[config.mk]
export PLATFORM = sky130hd
export DESIGN_NAME = apbm_fin
export DESIGN_NICKNAME = d
export VERILOG_FILES = /design/src/rtl/core/apbm_pkg.sv /design/src/rtl/core/apbm_fin.sv
export SDC_FILE = /design/constraint.sdc
export NUM_CORES = 1
export LEC_CHECK = 0
export BUFFER_PORTS_ARGS = -buffer_cell sky130_fd_sc_hd__buf_2
export CAP_MARGIN = 10
export CORE_AREA = 2 2 132 134
export DETAILED_ROUTE_END_ITERATION = 10
export DIE_AREA = 0 0 134 136
export PLACE_DENSITY = 0.73
export SYNTH_ARGS = -nofsm -noshare
export SYNTH_HDL_FRONTEND = slang
export SYNTH_SLANG_ARGS = --single-unit
export TNS_END_PERCENT = 1
[constraint.sdc]
create_clock -name vclk -period 5.55
set_input_delay 0.2775 -clock vclk [all_inputs]
set_output_delay 0.2775 -clock vclk [all_outputs]
set_load 0.005 [all_outputs]
[src/rtl/core/apbm_pkg.sv]
`default_nettype none

package apbm_pkg;

    // field widths
    localparam int COEF_W = 32;
    localparam int POS_W  = 16;
    localparam int SIZE_W = 15;
    localparam int OUT_W  = 32;
    localparam int DIM_W  = 31;
    localparam int FRAC_W = 16;

    // datapath widths: 32x16 products, exact sums, integer part after the shift
    localparam int PROD_W = COEF_W + POS_W;
    localparam int ACC_W  = PROD_W + 4;
    localparam int FLR_W  = ACC_W - FRAC_W;

    // APB map: register i at byte address 4*i
    localparam int ADDR_W = 5;
    localparam int IDX_W  = 3;

    localparam logic [IDX_W-1:0] REG_COEF_XX = 3'd0;
    localparam logic [IDX_W-1:0] REG_COEF_XY = 3'd1;
    localparam logic [IDX_W-1:0] REG_COEF_YX = 3'd2;
    localparam logic [IDX_W-1:0] REG_COEF_YY = 3'd3;
    localparam logic [IDX_W-1:0] REG_SHIFT_X = 3'd4;
    localparam logic [IDX_W-1:0] REG_SHIFT_Y = 3'd5;

    localparam logic [COEF_W-1:0] COEF_ONE  = 32'h0001_0000;
    localparam logic [COEF_W-1:0] COEF_ZERO = 32'h0000_0000;

    // 0.5 for round-to-nearest, and 1 - 2^-16 for ceiling
    localparam logic signed [ACC_W-1:0] HALF_Q   = ACC_W'(32768);
    localparam logic signed [ACC_W-1:0] CEIL_ADD = ACC_W'(65535);

    typedef enum logic {
        CMD_POINT = 1'b0,
        CMD_RECT  = 1'b1
    } cmd_t;

    typedef struct packed {
        logic signed [COEF_W-1:0] xx;
        logic signed [COEF_W-1:0] xy;
        logic signed [COEF_W-1:0] yx;
        logic signed [COEF_W-1:0] yy;
        logic signed [COEF_W-1:0] tx;
        logic signed [COEF_W-1:0] ty;
    } coef_set_t;

    // per-stage load enables of the datapath pipe
    typedef struct packed {
        logic s1;
        logic s2;
        logic s3;
    } pipe_en_t;

endpackage

`default_nettype wire

[src/rtl/core/apbm_fin.sv]
`default_nettype none

// Integer part, box size and saturation for both axes.
module apbm_fin
    import apbm_pkg::*;
(
    input  wire logic                    cmd,
    input  wire logic signed [ACC_W-1:0] lo_x,
    input  wire logic signed [ACC_W-1:0] hi_x,
    input  wire logic signed [ACC_W-1:0] lo_y,
    input  wire logic signed [ACC_W-1:0] hi_y,
    output logic signed [OUT_W-1:0]      out_x,
    output logic signed [OUT_W-1:0]      out_y,
    output logic [DIM_W-1:0]             out_w,
    output logic [DIM_W-1:0]             out_h,
    output logic                         overflow
);

    logic signed [FLR_W-1:0] flr_x, flr_y, cel_x, cel_y;
    logic signed [FLR_W:0]   dif_x, dif_y;
    logic                    ovf_x, ovf_y, ovf_w, ovf_h;

    // arithmetic shift right by the fraction width is the floor
    assign flr_x = lo_x[ACC_W-1:FRAC_W];
    assign flr_y = lo_y[ACC_W-1:FRAC_W];
    assign cel_x = hi_x[ACC_W-1:FRAC_W];
    assign cel_y = hi_y[ACC_W-1:FRAC_W];

    // max >= min, so the size is never negative
    assign dif_x = (FLR_W+1)'(cel_x) - (FLR_W+1)'(flr_x);
    assign dif_y = (FLR_W+1)'(cel_y) - (FLR_W+1)'(flr_y);

    always_comb
    begin
        ovf_x = !((&flr_x[FLR_W-1:OUT_W-1]) || !(|flr_x[FLR_W-1:OUT_W-1]));
        ovf_y = !((&flr_y[FLR_W-1:OUT_W-1]) || !(|flr_y[FLR_W-1:OUT_W-1]));
        ovf_w = |dif_x[FLR_W:DIM_W];
        ovf_h = |dif_y[FLR_W:DIM_W];

        if (ovf_x)
            out_x = flr_x[FLR_W-1] ? {1'b1, {(OUT_W-1){1'b0}}} : {1'b0, {(OUT_W-1){1'b1}}};
        else
            out_x = flr_x[OUT_W-1:0];

        if (ovf_y)
            out_y = flr_y[FLR_W-1] ? {1'b1, {(OUT_W-1){1'b0}}} : {1'b0, {(OUT_W-1){1'b1}}};
        else
            out_y = flr_y[OUT_W-1:0];

        if (cmd == CMD_RECT)
        begin
            out_w    = ovf_w ? {DIM_W{1'b1}} : dif_x[DIM_W-1:0];
            out_h    = ovf_h ? {DIM_W{1'b1}} : dif_y[DIM_W-1:0];
            overflow = ovf_x || ovf_y || ovf_w || ovf_h;
        end
        else
        begin
            out_w    = '0;
            out_h    = '0;
            overflow = ovf_x || ovf_y;
        end
    end

endmodule

`default_nettype wire

# After elaboration in Yosys (flattened, before gate mapping)
# Index checks and enable logic that the tools add are counted.
# word_totals
regBits	0
input_bits	209
out_inout_bits	127
# classes
add_sub_neg	2
n_mux	9
reduce_logical	15
# op_table
op	count
two-way mux 32 bit	4
two-way mux 31 bit	4
subtractor 36 x 36 -> 37 bit	2
OR reduction 6 bit	2
AND reduction 5 bit	2
OR reduction 5 bit	2
logical OR 1 bit	5
zero test 1 bit	4
two-way mux 1 bit	1

# Depth between registers and ports, before layout
# logic_depth
depth_word	8
mapped_depth	14
mapped_depth_nobuf	12

# Least setup slack after synthesis
# Ideal clock, no wire load.
# synth_path
kind	in2out
from	input port lo_y[46]
to	output port out_h[20]
t_arrival_ns	2.663
path_slack_ns	2.609
cell_stages	12
path_buffers	1
path_cell_list	inv_1 ha_1 and2_1 a221o_1 o2111ai_1 nand3_1 a22o_1 a2111o_1 o2111ai_2 nor2_2 buf_2 a21boi_0
# synth_between
elab_chain_len	4
# synth_rtl
item	line_no	text
from (decl)	apbm_fin.sv:10	input wire logic signed [ACC_W-1:0] lo_y,
subtractor 36 x 36 -> 37 bit	apbm_fin.sv:31	assign dif_y = (FLR_W+1)'(cel_y) - (FLR_W+1)'(flr_y);
OR reduction 6 bit	apbm_fin.sv:38	ovf_h = |dif_y[FLR_W:DIM_W];
two-way mux 31 bit	apbm_fin.sv:53	out_h = ovf_h ? {DIM_W{1'b1}} : dif_y[DIM_W-1:0];
two-way mux 31 bit	apbm_fin.sv:50	if (cmd == CMD_RECT)
to (decl)	apbm_fin.sv:15	output logic [DIM_W-1:0] out_h,
# No other way between the ends.

# Final worst setup path
# layout_path
from	input port lo_y[16]
to	output port out_h[16]
# layout_between
elab_chain_len	4
# layout_rtl
item	line_no
subtractor 36 x 36 -> 37 bit *	apbm_fin.sv:31
OR reduction 6 bit	apbm_fin.sv:38
two-way mux 31 bit *	apbm_fin.sv:53
two-way mux 31 bit *	apbm_fin.sv:50
# Every way passes the cells marked *; elsewhere a longest branch is shown, timed or not.

==> metrics.cfg <==
[status]
outcome = finished clean

[synthesis]
synth.distinct_cells = 70
syn_area_um2 = 5375
postSynthAreaPerCell_um2 = 6.603
syn_inst = 814
syn_nets = 1097
ys_seq_area_frac = 0
synth-warning-count = 0

[sta]
tns_ns = 0
hold_violations = 0
setup_viol = 0
worst_slew_pin_slew_ns = 1.139
timing_max_transition_violations_final = 0
post-route-period-util = 0.7628
max_freq_mhz = 236.2
period_needed_ns = 4.234
rsz0062_at_grt = no
slew_headroom = 0.2400

[flow_run]
maxCapViolCount = 0

[route]
viasPerCell = 5.295
vias = 6746
wirelength_um = 18220
drt-initial-drc-count = 249
ant_nets = 0
firstDrtPassIters = 5
routedWlPerCell_um = 14.30
drc = 0

[cells_and_area]
final-seq-area_um2 = 0
fin_cells = 1274
multiInputGateArea_um2 = 4871
flops_and_latches = 0
fillers = 1785
drive_above_1_share = 0.2808
fin_util = 0.4083
area_delta_synth_final_pct = 28.19
clockBufferCount = 0
nets = 1332

[place]
place.gp.congestion = 0.9188
post-dp-hpwl_um = 15210
place.port_buffers = 272
dp.cells = 1272

[critical_path]
critPathMostFrequentCell = buf_2
startpoint_type = input port
critPathMaxFanout = 28
cp_slowest_cell = nor2_2
worstPathArrival_ns = 3.96
worstSetupPathType = input port to primary output
crit_path_end_kind = primary output
max_stage_delay_ns = 0.91
crit_chain = buf_2 > ha_1 > fa_1 > nand2b_1 > a21oi_1 > o211a_1 > nor4_1 > o31ai_1 > xnor2_1 > o2111ai_2 > nor2_2 > a21boi_0 > buf_2
cp.required_ns = 5.27

[global_route]
grt_pass1_wl_um = 28650
grt_pass1_vias = 6142
grt_max_degree = 64
grtUsageTotal = 0.1843
grt_overflow_total = 0
antenna_found_initial = 2

[clock_tree]
cts_setup_buffers = 0
ctsHoldBuffers = 0
post_cts_resized = 0

[pwr]
power_density_nw_per_um2 = 102.0
vdd_drop_max_mv = 0.04593
leakage_nw = 3.754

[die]
initial_core_util = 0.3185
die_height_um = 136
core_area_um2 = 16880
rows = 48
dieArea_um2 = 18220
die_w_um = 134
ios = 336

[worst_hold_path]
min_path_type = input port to primary output

final timing paths:
kind	from	endpoint	slack [ns]	depth (start not counted)
worst max-delay path	lo_y[16]	out_h[16]	1.32	13
worst min-delay path	lo_x[51]	out_x[31]	0.82	2
report_power, final:
group / switching [mW] / total (mW) / internal [mW] / leakage (nW)
Combinational: 0.392 / 0.703 / 0.310 / 3.75
Clock: 0 / 0.0000000483 / 0.0000000483 / 0.0000127
Sequential: 0 / 0 / 0 / 0
Total: 0.392 / 0.703 / 0.310 / 3.75
metrics by stage:
| step | area, µm² | worst slack [ns] | total power [mW] | hold WS [ns] |
|---|---|---|---|---|
| 5_1_grt | 6890 | 1.037 | 0.7817 | 0.8372 |
| 3_5_place_dp | 6885 | 1.414 | 0.6933 | 0.8277 |
| 2_1_floorplan | 5375 | 2.609 | 0.4776 | 0.6344 |
| 6_report | 6890 | 1.316 | 0.7026 | 0.8207 |
| 3_3_place_gp | 6885 | 1.477 | 0.6838 | 0.8290 |
| 4_1_cts | 6885 | 1.397 | 0.6985 | 0.8322 |
placed cells by master (no fill, tap or decap), drive strengths merged, types with 3 or more instances in the layout:
master	Yosys	routed
nand2	67	67
and2	5	5
or2	5	5
xnor2	26	26
nor2b	3	3
inv	89	89
a31oi	9	9
o41ai	3	3
and3	4	4
o211ai	10	10
a41oi	4	4
xor2	32	32
o31ai	4	4
o21ai	39	39
a21o	81	81
a221o	3	3
nor3	13	13
nor2	43	43
nor4	7	7
o211a	3	3
nand2b	14	14
a21boi	58	58
o21bai	6	6
nand3	16	16
buf	18	277
ha	72	72
o221ai	4	4
o2111ai	5	5
or3	8	8
o21a	9	9
a211oi	10	10
nand4	17	17
a21oi	72	72
cell usage after synthesis, types with 4 or more instances:
cell       number  area, µm²
o21ai_0        37      185.2
nor4_1          6      37.54
o2111ai_1       4      35.03
nand3_1        16      80.08
inv_1          89      334.1
o221ai_1        4      35.03
or3_1           8      50.05
nor2_1         42      157.7
ha_1           72      900.9
o31ai_1         4      30.03
nand2_1        67      251.5
clkbuf_1       26      97.59
a21oi_1        72      360.4
a41oi_1         4      35.03
a21boi_1       22      165.2
xnor2_1        26      227.7
a21boi_0       36      270.3
o21a_1          9      67.56
and3_1          4      25.02
xor2_1         32      280.3
o21bai_1        6      45.04
o211ai_1        9      67.56
buf_2          15      75.07
a31oi_1         9      56.30
nand4_1        15      93.84
nand2b_1       14      87.58
a211oi_1       10      75.07
nor3_1         13      65.06
a21o_1         81      608.1
and2_1          5      31.28
cell families (layout without fill, tap and decap cells):
kind of cell | after synthesis | count (layout) | share of synthesized area
XOR/XNOR | 58 | 58 | 0.09451
buffers and inverters | 133 | 366 | 0.09846
adder cells (fa/ha/maj) | 74 | 74 | 0.1750
AND/OR/NAND/NOR | 210 | 210 | 0.1972
multiplexers | 1 | 1 | 0.001862
AO/OA/AOI/OAI | 338 | 338 | 0.4330
other | 0 | 2 | 0
per-layer routing:
metal  vias to the layer above  global-route usage  share of wire
met2                       255              0.3490           0.49
met3                        22            0.009321          0.062
met4                         0             0.03546          0.016
met1                      3040              0.2310           0.43
met5                         -                   0              0
li1                       3429                   -              -
cell type report:
class                           instances  share of cell area
Antenna cell                            2           0.0007263
Inverter                               89             0.04848
Multi-Input combinational cell        681              0.7069
Tap cell                              225             0.04086
Timing Repair Buffer                  277              0.2030
critical path, delay by kind of cell:
family	cells	cell delay, ns
AO/OA/AOI/OAI	5	1.39
buffers and inverters	2	0.33
adder cells (fa/ha/maj)	2	0.62
AND/OR/NAND/NOR	3	1.15
XOR/XNOR	1	0.17
(Power assumes the default switching activity.)
