==> src/rtl/core/apbm_pkg.sv <==
`default_nettype none

package apbm_pkg;

    // field widths
    localparam int COEF_W = 32;
    localparam int POS_W  = 16;
    localparam int SIZE_W = 15;
    localparam int OUT_W  = 32;
    localparam int DIM_W  = 31;
    localparam int FRAC_W = 16;

    // datapath widths: 32x16 products, exact sums, integer part after the shift
    localparam int PROD_W = COEF_W + POS_W;
    localparam int ACC_W  = PROD_W + 4;
    localparam int FLR_W  = ACC_W - FRAC_W;

    // APB map: register i at byte address 4*i
    localparam int ADDR_W = 5;
    localparam int IDX_W  = 3;

    localparam logic [IDX_W-1:0] REG_COEF_XX = 3'd0;
    localparam logic [IDX_W-1:0] REG_COEF_XY = 3'd1;
    localparam logic [IDX_W-1:0] REG_COEF_YX = 3'd2;
    localparam logic [IDX_W-1:0] REG_COEF_YY = 3'd3;
    localparam logic [IDX_W-1:0] REG_SHIFT_X = 3'd4;
    localparam logic [IDX_W-1:0] REG_SHIFT_Y = 3'd5;

    localparam logic [COEF_W-1:0] COEF_ONE  = 32'h0001_0000;
    localparam logic [COEF_W-1:0] COEF_ZERO = 32'h0000_0000;

    // 0.5 for round-to-nearest, and 1 - 2^-16 for ceiling
    localparam logic signed [ACC_W-1:0] HALF_Q   = ACC_W'(32768);
    localparam logic signed [ACC_W-1:0] CEIL_ADD = ACC_W'(65535);

    typedef enum logic {
        CMD_POINT = 1'b0,
        CMD_RECT  = 1'b1
    } cmd_t;

    typedef struct packed {
        logic signed [COEF_W-1:0] xx;
        logic signed [COEF_W-1:0] xy;
        logic signed [COEF_W-1:0] yx;
        logic signed [COEF_W-1:0] yy;
        logic signed [COEF_W-1:0] tx;
        logic signed [COEF_W-1:0] ty;
    } coef_set_t;

    // per-stage load enables of the datapath pipe
    typedef struct packed {
        logic s1;
        logic s2;
        logic s3;
    } pipe_en_t;

endpackage

`default_nettype wire

==> src/rtl/core/apbm_regs.sv <==
`default_nettype none

module apbm_regs
    import apbm_pkg::*;
(
    input  wire logic              clk,
    input  wire logic              rst_n,
    input  wire logic              psel,
    input  wire logic              penable,
    input  wire logic              pwrite,
    input  wire logic [ADDR_W-1:0] paddr,
    input  wire logic [31:0]       pwdata,
    output logic      [31:0]       prdata,
    output logic                   pready,
    output coef_set_t              coef
);

    logic [COEF_W-1:0] coef_xx_reg, coef_xx_next;
    logic [COEF_W-1:0] coef_xy_reg, coef_xy_next;
    logic [COEF_W-1:0] coef_yx_reg, coef_yx_next;
    logic [COEF_W-1:0] coef_yy_reg, coef_yy_next;
    logic [COEF_W-1:0] shift_x_reg, shift_x_next;
    logic [COEF_W-1:0] shift_y_reg, shift_y_next;
    logic              wr_en;
    logic [IDX_W-1:0]  idx;

    assign pready = 1'b1;
    assign wr_en  = psel && penable && pwrite;
    assign idx    = paddr[ADDR_W-1:2];

    always_comb
    begin
        coef_xx_next = coef_xx_reg;
        coef_xy_next = coef_xy_reg;
        coef_yx_next = coef_yx_reg;
        coef_yy_next = coef_yy_reg;
        shift_x_next = shift_x_reg;
        shift_y_next = shift_y_reg;
        if (wr_en)
        begin
            unique case (idx)
                REG_COEF_XX: coef_xx_next = pwdata;
                REG_COEF_XY: coef_xy_next = pwdata;
                REG_COEF_YX: coef_yx_next = pwdata;
                REG_COEF_YY: coef_yy_next = pwdata;
                REG_SHIFT_X: shift_x_next = pwdata;
                REG_SHIFT_Y: shift_y_next = pwdata;
                default:     ; // unmapped: dropped
            endcase
        end
    end

    always_ff @(posedge clk or negedge rst_n)
    begin
        if (!rst_n)
        begin
            coef_xx_reg <= COEF_ONE;
            coef_xy_reg <= COEF_ZERO;
            coef_yx_reg <= COEF_ZERO;
            coef_yy_reg <= COEF_ONE;
            shift_x_reg <= COEF_ZERO;
            shift_y_reg <= COEF_ZERO;
        end
        else
        begin
            coef_xx_reg <= coef_xx_next;
            coef_xy_reg <= coef_xy_next;
            coef_yx_reg <= coef_yx_next;
            coef_yy_reg <= coef_yy_next;
            shift_x_reg <= shift_x_next;
            shift_y_reg <= shift_y_next;
        end
    end

    always_comb
    begin
        unique case (idx)
            REG_COEF_XX: prdata = coef_xx_reg;
            REG_COEF_XY: prdata = coef_xy_reg;
            REG_COEF_YX: prdata = coef_yx_reg;
            REG_COEF_YY: prdata = coef_yy_reg;
            REG_SHIFT_X: prdata = shift_x_reg;
            REG_SHIFT_Y: prdata = shift_y_reg;
            default:     prdata = 32'h0;
        endcase
    end

    assign coef.xx = $signed(coef_xx_reg);
    assign coef.xy = $signed(coef_xy_reg);
    assign coef.yx = $signed(coef_yx_reg);
    assign coef.yy = $signed(coef_yy_reg);
    assign coef.tx = $signed(shift_x_reg);
    assign coef.ty = $signed(shift_y_reg);

endmodule

`default_nettype wire

==> config.mk <==
export PLATFORM = sky130hd
export DESIGN_NAME = apbm_regs
export DESIGN_NICKNAME = d
export VERILOG_FILES = /design/src/rtl/core/apbm_pkg.sv /design/src/rtl/core/apbm_regs.sv
export SDC_FILE = /design/constraint.sdc
export NUM_CORES = 1
export LEC_CHECK = 0
export BUFFER_PORTS_ARGS = -buffer_cell sky130_fd_sc_hd__buf_2
export CAP_MARGIN = 20
export CORE_AREA = 2 2 153 155
export DETAILED_ROUTE_END_ITERATION = 12
export DIE_AREA = 0 0 155 157
export GPL_ROUTABILITY_DRIVEN = 1
export GPL_TIMING_DRIVEN = 0
export PLACE_DENSITY = 0.6
export SLEW_MARGIN = 30
export SYNTH_ARGS = -nofsm -noshare
export SYNTH_HDL_FRONTEND = slang
export SYNTH_SLANG_ARGS = --single-unit
==> constraint.sdc <==
create_clock -name clk -period 3.6 [get_ports clk]
set_input_delay 0.54 -clock clk [delete_from_list [all_inputs] [get_ports clk]]
set_output_delay 0.54 -clock clk [all_outputs]
set_load 0.05 [all_outputs]
== Yosys cells after proc, flatten, opt, wreduce, memory -nomap -nowiden ==
Cells that the tools add are included.

* Reduce and logical (&&, ||, !) cells: 9
* Multiplexer cells: 1
* Eq/ne operators: 5

{| class="wikitable"
|+ Operators by type and width
! operator !! number
|-
| case mux 32 bit (6 select lines) || 1
|-
| AND reduction 2 bit || 6
|-
| equality test 3 x 2 -> 1 bit (second input constant) || 2
|-
| equality test 3 bit (second input constant) || 2
|-
| equality test 3 x 1 -> 1 bit (second input constant) || 1
|-
| zero test 3 bit || 1
|-
| logical AND 1 bit || 2
|}

* Input port bits: 42
* Bits in registers: 192
* Output and inout port bits: 225
* Logic and storage cells: 21

== Depth between registers and ports, before layout ==
Gate-level depths: netlist of run 1.

* Word-level depth: 3
* Mapped depth: 6
* Depth with buffers taken out: 3

== Worst setup path after synthesis of run 1 ==
No wires, ideal clock.

* Kind: in2out
* From: input port paddr[2]
* To: output port prdata[0]
* Cell stages on the path: 5
* Arrival time: 2.075 ns
* Data required time: 3.060 ns
* Setup slack: 0.985 ns
* Buffers on the path: 3
* Path through: buf_6 > buf_2 > clkbuf_1 > a221oi_1 > a31oi_1

* Word-level cells in the longest chain between the ends: 2
* Elaborated cells on any way between the ends: 7
* Classes of those cells: 5 x eq/ne; 1 x mux; 1 x reduce/logical

{| class="wikitable"
|+ RTL lines
! element !! line !! RTL
|-
| start, declared || apbm_regs.sv:11 || <nowiki>input wire logic [ADDR_W-1:0] paddr,</nowiki>
|-
| equality test 3 bit (tied with other cells) || apbm_regs.sv:77 || <nowiki>unique case (idx)</nowiki>
|-
| case mux 32 bit (6 select lines) * || apbm_regs.sv:77 ||
|-
| end, declared || apbm_regs.sv:13 || <nowiki>output logic [31:0] prdata,</nowiki>
|}

Mark *: on every way between the ends. The rest lies on a longest branch, timed or not.

== Final worst setup path of run 1 ==
* From: input port paddr[4]
* To: output port prdata[0]

Same word-level chain as after synthesis.

==> flow_metrics.env, run 1 <==
export IMPL_status="complete, no violations"
export IMPL_slew_headroom_pct=46.04
export IMPL_p_total_mw=8.045
export IMPL_grt_pass1_wl_um=42910
export IMPL_slowest_stage="clkbuf_1"
export IMPL_dp_hpwl_um=20010
export IMPL_power_switching_mw=3.496
export IMPL_fin_util_pct=50.15
export IMPL_syn_area_um2=8927
export IMPL_avgViaCountPerCell=5.329
export IMPL_vdd_ir_drop_worst_v=0.0002777
export IMPL_power_frac_clock_pct=24.8
export IMPL_vias=6470
export IMPL_setup_viol=0
export IMPL_holdWs_ps=401.4
export IMPL_drt_initial_drc_count=273
export IMPL_ant_nets=0
export IMPL_ys_warnings_count=0
export IMPL_rsz0062_at_grt="false"
export IMPL_seqPwrFrac_pct=36.2
export IMPL_path_clk_slew_ps=70
export IMPL_gp_congestion=0.7614
export IMPL_floorplan_initialDensity_pct=39.67
export IMPL_die_height_um=157
export IMPL_cp_top_family="buffers and inverters"
export IMPL_drt_wl_total_um=28940
export IMPL_yosysUniqueCellTypes=29
export IMPL_drt_pass1_iterations=4
export IMPL_grt_usage_pct=23.97
export IMPL_coreArea_um2=22500
export IMPL_cp_required_ps=3060
export IMPL_worstPathArrival_ps=2460
export IMPL_io_pins=267
export IMPL_dr_wl_met3_um=2131
export IMPL_wl_met1_um=12600
export IMPL_crit_start="paddr[4]"
export IMPL_hp_class="in2reg"
export IMPL_die_area_um2=24340
export IMPL_cts_htree_levels=4
export IMPL_cts_buffers_inserted=17
export IMPL_synth_simple_area_share_pct=4.303
export IMPL_cell_internal_pwr_mw=4.550
export IMPL_reg2reg_to="coef_xx_reg[17]"
export IMPL_synthMuxAreaShare_pct=32.77
export IMPL_hold_violations=0
export IMPL_layout_min_cycle_time_ps=2995
export IMPL_worstSkewPairLatency_ps=430
export IMPL_startpoint_type="input port"
export IMPL_rows=55
export IMPL_cp_end_kind="output pin"
export IMPL_cpPeakStageDelay_ps=650
export IMPL_power_leakage_nw=5.633
export IMPL_cts_root_buf="clkbuf_16"
export IMPL_synthAdderAreaFrac_pct=0
export IMPL_top_layer_used="met4"
export IMPL_min_period_over_period_pct=83.19
export IMPL_power_density_nw_per_um2=712.9
export IMPL_worst_slew_pin_transition_ps=809.3
export IMPL_wl_per_cell_um=23.83
export IMPL_hold_depth=2
export IMPL_path_max_fanout=10
export IMPL_syn_inst=630
export IMPL_wl_met2_um=14020
export IMPL_ys_seq_area_share_pct=53.85
export IMPL_synth_edf_count=0
export IMPL_async_reset_ff_share_pct=100.0
export IMPL_route_detailed_drc=0
export IMPL_hp_start="pwdata[18]"
export IMPL_fmax_mhz=333.9
export IMPL_clock_skew_ps=0
export IMPL_drive_above_1_share_pct=61.60
export IMPL_tns_ps=0
export IMPL_r2r_start="coef_xx_reg[17]"
export IMPL_grt_max_degree=84
export IMPL_crit_type="in2out"
export IMPL_cts_setup_buffers=0
export IMPL_maxCapViolCount=0
export IMPL_synth_ff_type="dfrtp_1"
export IMPL_synth_fp_nets=672
export IMPL_ys_seq_elements=192
export IMPL_clock_path_buffers=2
export IMPL_rr_worst_depth=1
export IMPL_nets=956
export IMPL_power_frac_comb_pct=39.0
export IMPL_cp_common_cell="buf_2"
export IMPL_final_max_slew_viol_count=0
export IMPL_synth_xor_xnor_area_share_pct=0
export IMPL_overflow=0
export IMPL_synth_top_family_by_area="multiplexers"
export IMPL_grt_antenna_before_repair=2
export IMPL_portBuffers=262
export IMPL_synth_compound_area_share_pct=5.102
export IMPL_area_growth_syn_to_layout_pct=26.42
export IMPL_path_buf_inv=5
export IMPL_cts_tree="built"
export IMPL_swShare_pct=43.45
export IMPL_synth_avg_cell_area_um2=14.17
export IMPL_grt_pass1_vias=6590
export IMPL_reg2reg_slack_ps=2790
export IMPL_cp_cell_sequence="buf_2 -> buf_4 -> clkinv_1 -> clkbuf_1 -> a221oi_1 -> a31oi_1 -> buf_2"
export IMPL_die_x_um=155
export IMPL_holdPathEnd="shift_y_reg[18]"
export IMPL_numClockSinks=192
==> how the worst max path moves through the flow <==
stage,endpoint,slack [ps],cells after the start
after floorplan,prdata[0],980,5
after global placement,coef_xy_reg[18],-1340,1
after detailed placement,prdata[0],610,7
after CTS,prdata[0],610,7
after global routing,prdata[0],500,7
final,prdata[0],600,7
==> power groups by stage <==
stage	Combinational [mW]	Clock (mW)	Sequential, mW
final	3.13	2.00	2.91
after global routing	3.27	2.13	2.97
after CTS	3.16	2.05	2.91
after detailed placement	3.15	0	2.95
after global placement	3.13	0	2.94
after floorplan	0.860	0	4.39
==> cells in the mapped netlist, drive strengths merged (3+ instances only) <==
master | n | share of area [%]
mux2 | 234 | 30
dfrtp | 190 | 53
buf | 40 | 3.6
nand2 | 39 | 1.6
mux2i | 29 | 3.3
a221oi | 20 | 2.0
a31oi | 19 | 1.3
o221ai | 10 | 0.98
clkbuf | 7 | 0.29
nor2 | 7 | 0.63
or3 | 7 | 0.49
a21oi | 6 | 0.34
and3b | 3 | 0.29
nand3 | 3 | 0.17
==> cell usage in the layout, fill, tap and decap left out, types with 2 or more instances in the layout <==
cell type and count:
a211oi_1 2, a21oi_1 6, a221oi_1 20, a311o_1 2
a31oi_1 19, and3b_1 3, buf_16 2, buf_2 272
buf_4 16, buf_6 13, bufinv_16 3, clkbuf_1 8
clkbuf_16 17, clkbuf_8 2, clkinv_2 4, dfrtp_1 190
dfstp_2 2, diode_2 2, inv_6 4, mux2_1 8
mux2_2 226, mux2i_1 29, nand2_1 39, nand2b_1 2
nand3_1 3, nor2_1 3, nor2_4 4, nor3_4 2
o221ai_1 10, or3_1 7
==> cell families after synthesis <==
| logic type | Yosys count |
|---|---|
| flops | 192 |
| mux | 263 |
| buf+inv | 48 |
| compound gates | 60 |
| simple gates | 66 |
| other cells | 1 |
==> metal layers <==
layer,vias to the layer above,track usage [%]
li1,2905,-
met2,233,39.53
met1,3321,31.87
met4,0,5.556
met5,-,0
met3,11,6.195
==> layout make-up <==
| type | instances | area [µm²] |
|---|---|---|
| Antenna cell | 2 | 5.005 |
| Buffer | 47 | 347.8 |
| Clock buffer | 20 | 456.7 |
| Clock inverter | 12 | 153.9 |
| Fill cell | 2057 | 11220 |
| Inverter | 1 | 3.754 |
| Multi-Input combinational cell | 390 | 3769 |
| Sequential cell | 192 | 4807 |
| Tap cell | 285 | 356.6 |
| Timing Repair Buffer | 265 | 1386 |
==> metrics by stage <==
step                      worst slack, ps  instance area (µm²)  cells
after detailed placement            605.2                10660   1179
after floorplan                     984.7                 8927    630
after CTS                           609.3                11280   1212
after global routing                502.2                11290   1214
final                               605.0                11290   1214
after global placement              -1343                10600   1177
==> repair_timing <==
item                      CTS  global route
hold buffers                1             0
resized for setup           0             0
hold endpoints to repair   34             0
Note: power is estimated with default switching activity, not from simulation.
==> run 2: changes to the inputs <==
==> constraint.sdc (replaced) <==
create_clock -name clk -period 2.8 [get_ports clk]
set_input_delay 0.42 -clock clk [delete_from_list [all_inputs] [get_ports clk]]
set_output_delay 0.42 -clock clk [all_outputs]
set_load 0.05 [all_outputs]
==> flow_metrics.env, run 2 (synthesis results as in run 1) <==
export IMPL_seqPwrFrac_pct=36.2
export IMPL_wl_met2_um=14060
export IMPL_hold_depth=2
export IMPL_drive_above_1_share_pct=61.70
export IMPL_swShare_pct=43.46
export IMPL_grt_max_degree=84
export IMPL_power_frac_comb_pct=38.9
export IMPL_gp_congestion=0.7614
export IMPL_hold_violations=0
export IMPL_tns_ps=0
export IMPL_cts_setup_buffers=0
export IMPL_power_density_nw_per_um2=916.7
export IMPL_route_detailed_drc=0
export IMPL_fin_util_pct=50.16
export IMPL_power_leakage_nw=5.636
export IMPL_path_clk_slew_ps=70
export IMPL_cts_tree="built"
export IMPL_clock_path_buffers=2
export IMPL_startpoint_type="input port"
export IMPL_top_layer_used="met4"
export IMPL_numClockSinks=192
export IMPL_overflow=0
export IMPL_wl_per_cell_um=23.85
export IMPL_die_x_um=155
export IMPL_rr_worst_depth=1
export IMPL_clock_skew_ps=0
export IMPL_maxCapViolCount=0
export IMPL_dp_hpwl_um=20010
export IMPL_drt_wl_total_um=28950
export IMPL_hp_class="in2reg"
export IMPL_cp_required_ps=2380
export IMPL_io_pins=267
export IMPL_avgViaCountPerCell=5.330
export IMPL_grt_pass1_wl_um=42910
export IMPL_final_common_cell="buf_2"
export IMPL_worstPathArrival_ps=2230
export IMPL_power_frac_clock_pct=24.9
export IMPL_final_fill_count=2057
export IMPL_grt_usage_pct=23.97
export IMPL_cell_internal_pwr_mw=5.850
export IMPL_slew_headroom_pct=45.89
export IMPL_final_max_slew_viol_count=0
export IMPL_layout_min_cycle_time_ps=2647
export IMPL_rows=55
export IMPL_die_height_um=157
export IMPL_worst_slew_pin_transition_ps=811.6
export IMPL_vias=6471
export IMPL_wl_met1_um=12640
export IMPL_rsz0062_at_grt="false"
export IMPL_status="complete, no violations"
export IMPL_cts_htree_levels=4
export IMPL_drt_initial_drc_count=274
export IMPL_floorplan_initialDensity_pct=39.67
export IMPL_cts_root_buf="clkbuf_16"
export IMPL_ant_nets=0
export IMPL_min_period_over_period_pct=94.53
export IMPL_dr_wl_met3_um=2071
export IMPL_portBuffers=262
export IMPL_drt_pass1_iterations=4
export IMPL_grt_antenna_before_repair=2
export IMPL_fmax_mhz=377.8
export IMPL_final_cell_mix="272 x buf_2, 226 x mux2_2, 190 x dfrtp_1"
export IMPL_crit_type="in2out"
export IMPL_coreArea_um2=22500
export IMPL_area_growth_syn_to_layout_pct=26.43
export IMPL_setup_viol=0
export IMPL_die_area_um2=24340
export IMPL_vdd_ir_drop_worst_v=0.0003570
export IMPL_cts_buffers_inserted=17
export IMPL_path_max_fanout=10
export IMPL_grt_pass1_vias=6590
export IMPL_nets=956
export IMPL_power_switching_mw=4.497
export IMPL_worstSkewPairLatency_ps=430
export IMPL_cp_end_kind="output pin"
## run 2: cell count changes in the layout (fill, tap and decap cells not counted)
cell,change
clkbuf_1,-1
clkbuf_2,+1
## run 2: metrics by stage
step	setup WS [ps]	instance area, µm²	cells	power (mW)	hold slack [ps]
after detailed placement	45.21	10660	1179	7.843	318.2
after CTS	49.27	11280	1212	10.43	267.5
after global placement	-2023	10600	1177	7.795	496.0
final	153.1	11290	1214	10.35	281.4
after floorplan	424.7	8927	630	6.744	124.4
after global routing	52.65	11290	1214	10.77	292.0
## run 2: cell type report
type | instances | area, µm² | area share, %
diodes | 2 | 5.005 | 0.04434
plain buffers | 47 | 349.1 | 3.093
clock buffers | 20 | 456.7 | 4.046
clock inverters | 12 | 153.9 | 1.363
inverters | 1 | 3.754 | 0.03326
multi-input cells | 390 | 3769 | 33.39
flip-flops and latches | 192 | 4807 | 42.59
well taps | 285 | 356.6 | 3.159
repair buffers | 265 | 1386 | 12.28
## run 2: power groups by stage
| stage | Clock (mW) | Combinational [mW] | Sequential, mW |
|---|---|---|---|
| 2_1_floorplan | 0 | 1.11 | 5.64 |
| 5_1_grt | 2.74 | 4.21 | 3.82 |
| 3_3_place_gp | 0 | 4.02 | 3.77 |
| 3_5_place_dp | 0 | 4.05 | 3.79 |
| 4_1_cts | 2.63 | 4.06 | 3.74 |
| 6_report | 2.57 | 4.03 | 3.75 |
## run 2: path summary, 6_finish.rpt
kind	startpoint	endpoint	slack [ps]
max reg2reg	coef_xx_reg[17]	coef_xx_reg[17]	1990
min in group asynchronous	rst_n	shift_y_reg[24]	450
max in group asynchronous	rst_n	coef_yy_reg[29]	1620
min reg2reg	coef_xx_reg[23]	coef_xx_reg[23]	520
min	pwdata[18]	shift_y_reg[18]	280
max	paddr[4]	prdata[0]	150
## run 2: critical path, stage by stage
cell and delay (ps):
buf_2 130, buf_4 190, clkinv_1 210, clkbuf_1 590, nand2_1 100, a31oi_1 260
buf_2 310
## run 2: routing by layer
metal | GRT usage [%] | vias to the layer above
li1 | - | 2906
met1 | 31.87 | 3328
met2 | 39.53 | 226
met3 | 6.195 | 11
met4 | 5.556 | 0
met5 | 0 | -
## run 2: timing repair
action	4_1_cts	5_1_grt
resized for setup	0	2
endpoints found under the setup margin	0	6
endpoints found under the hold margin	34	0
hold buffers	1	0
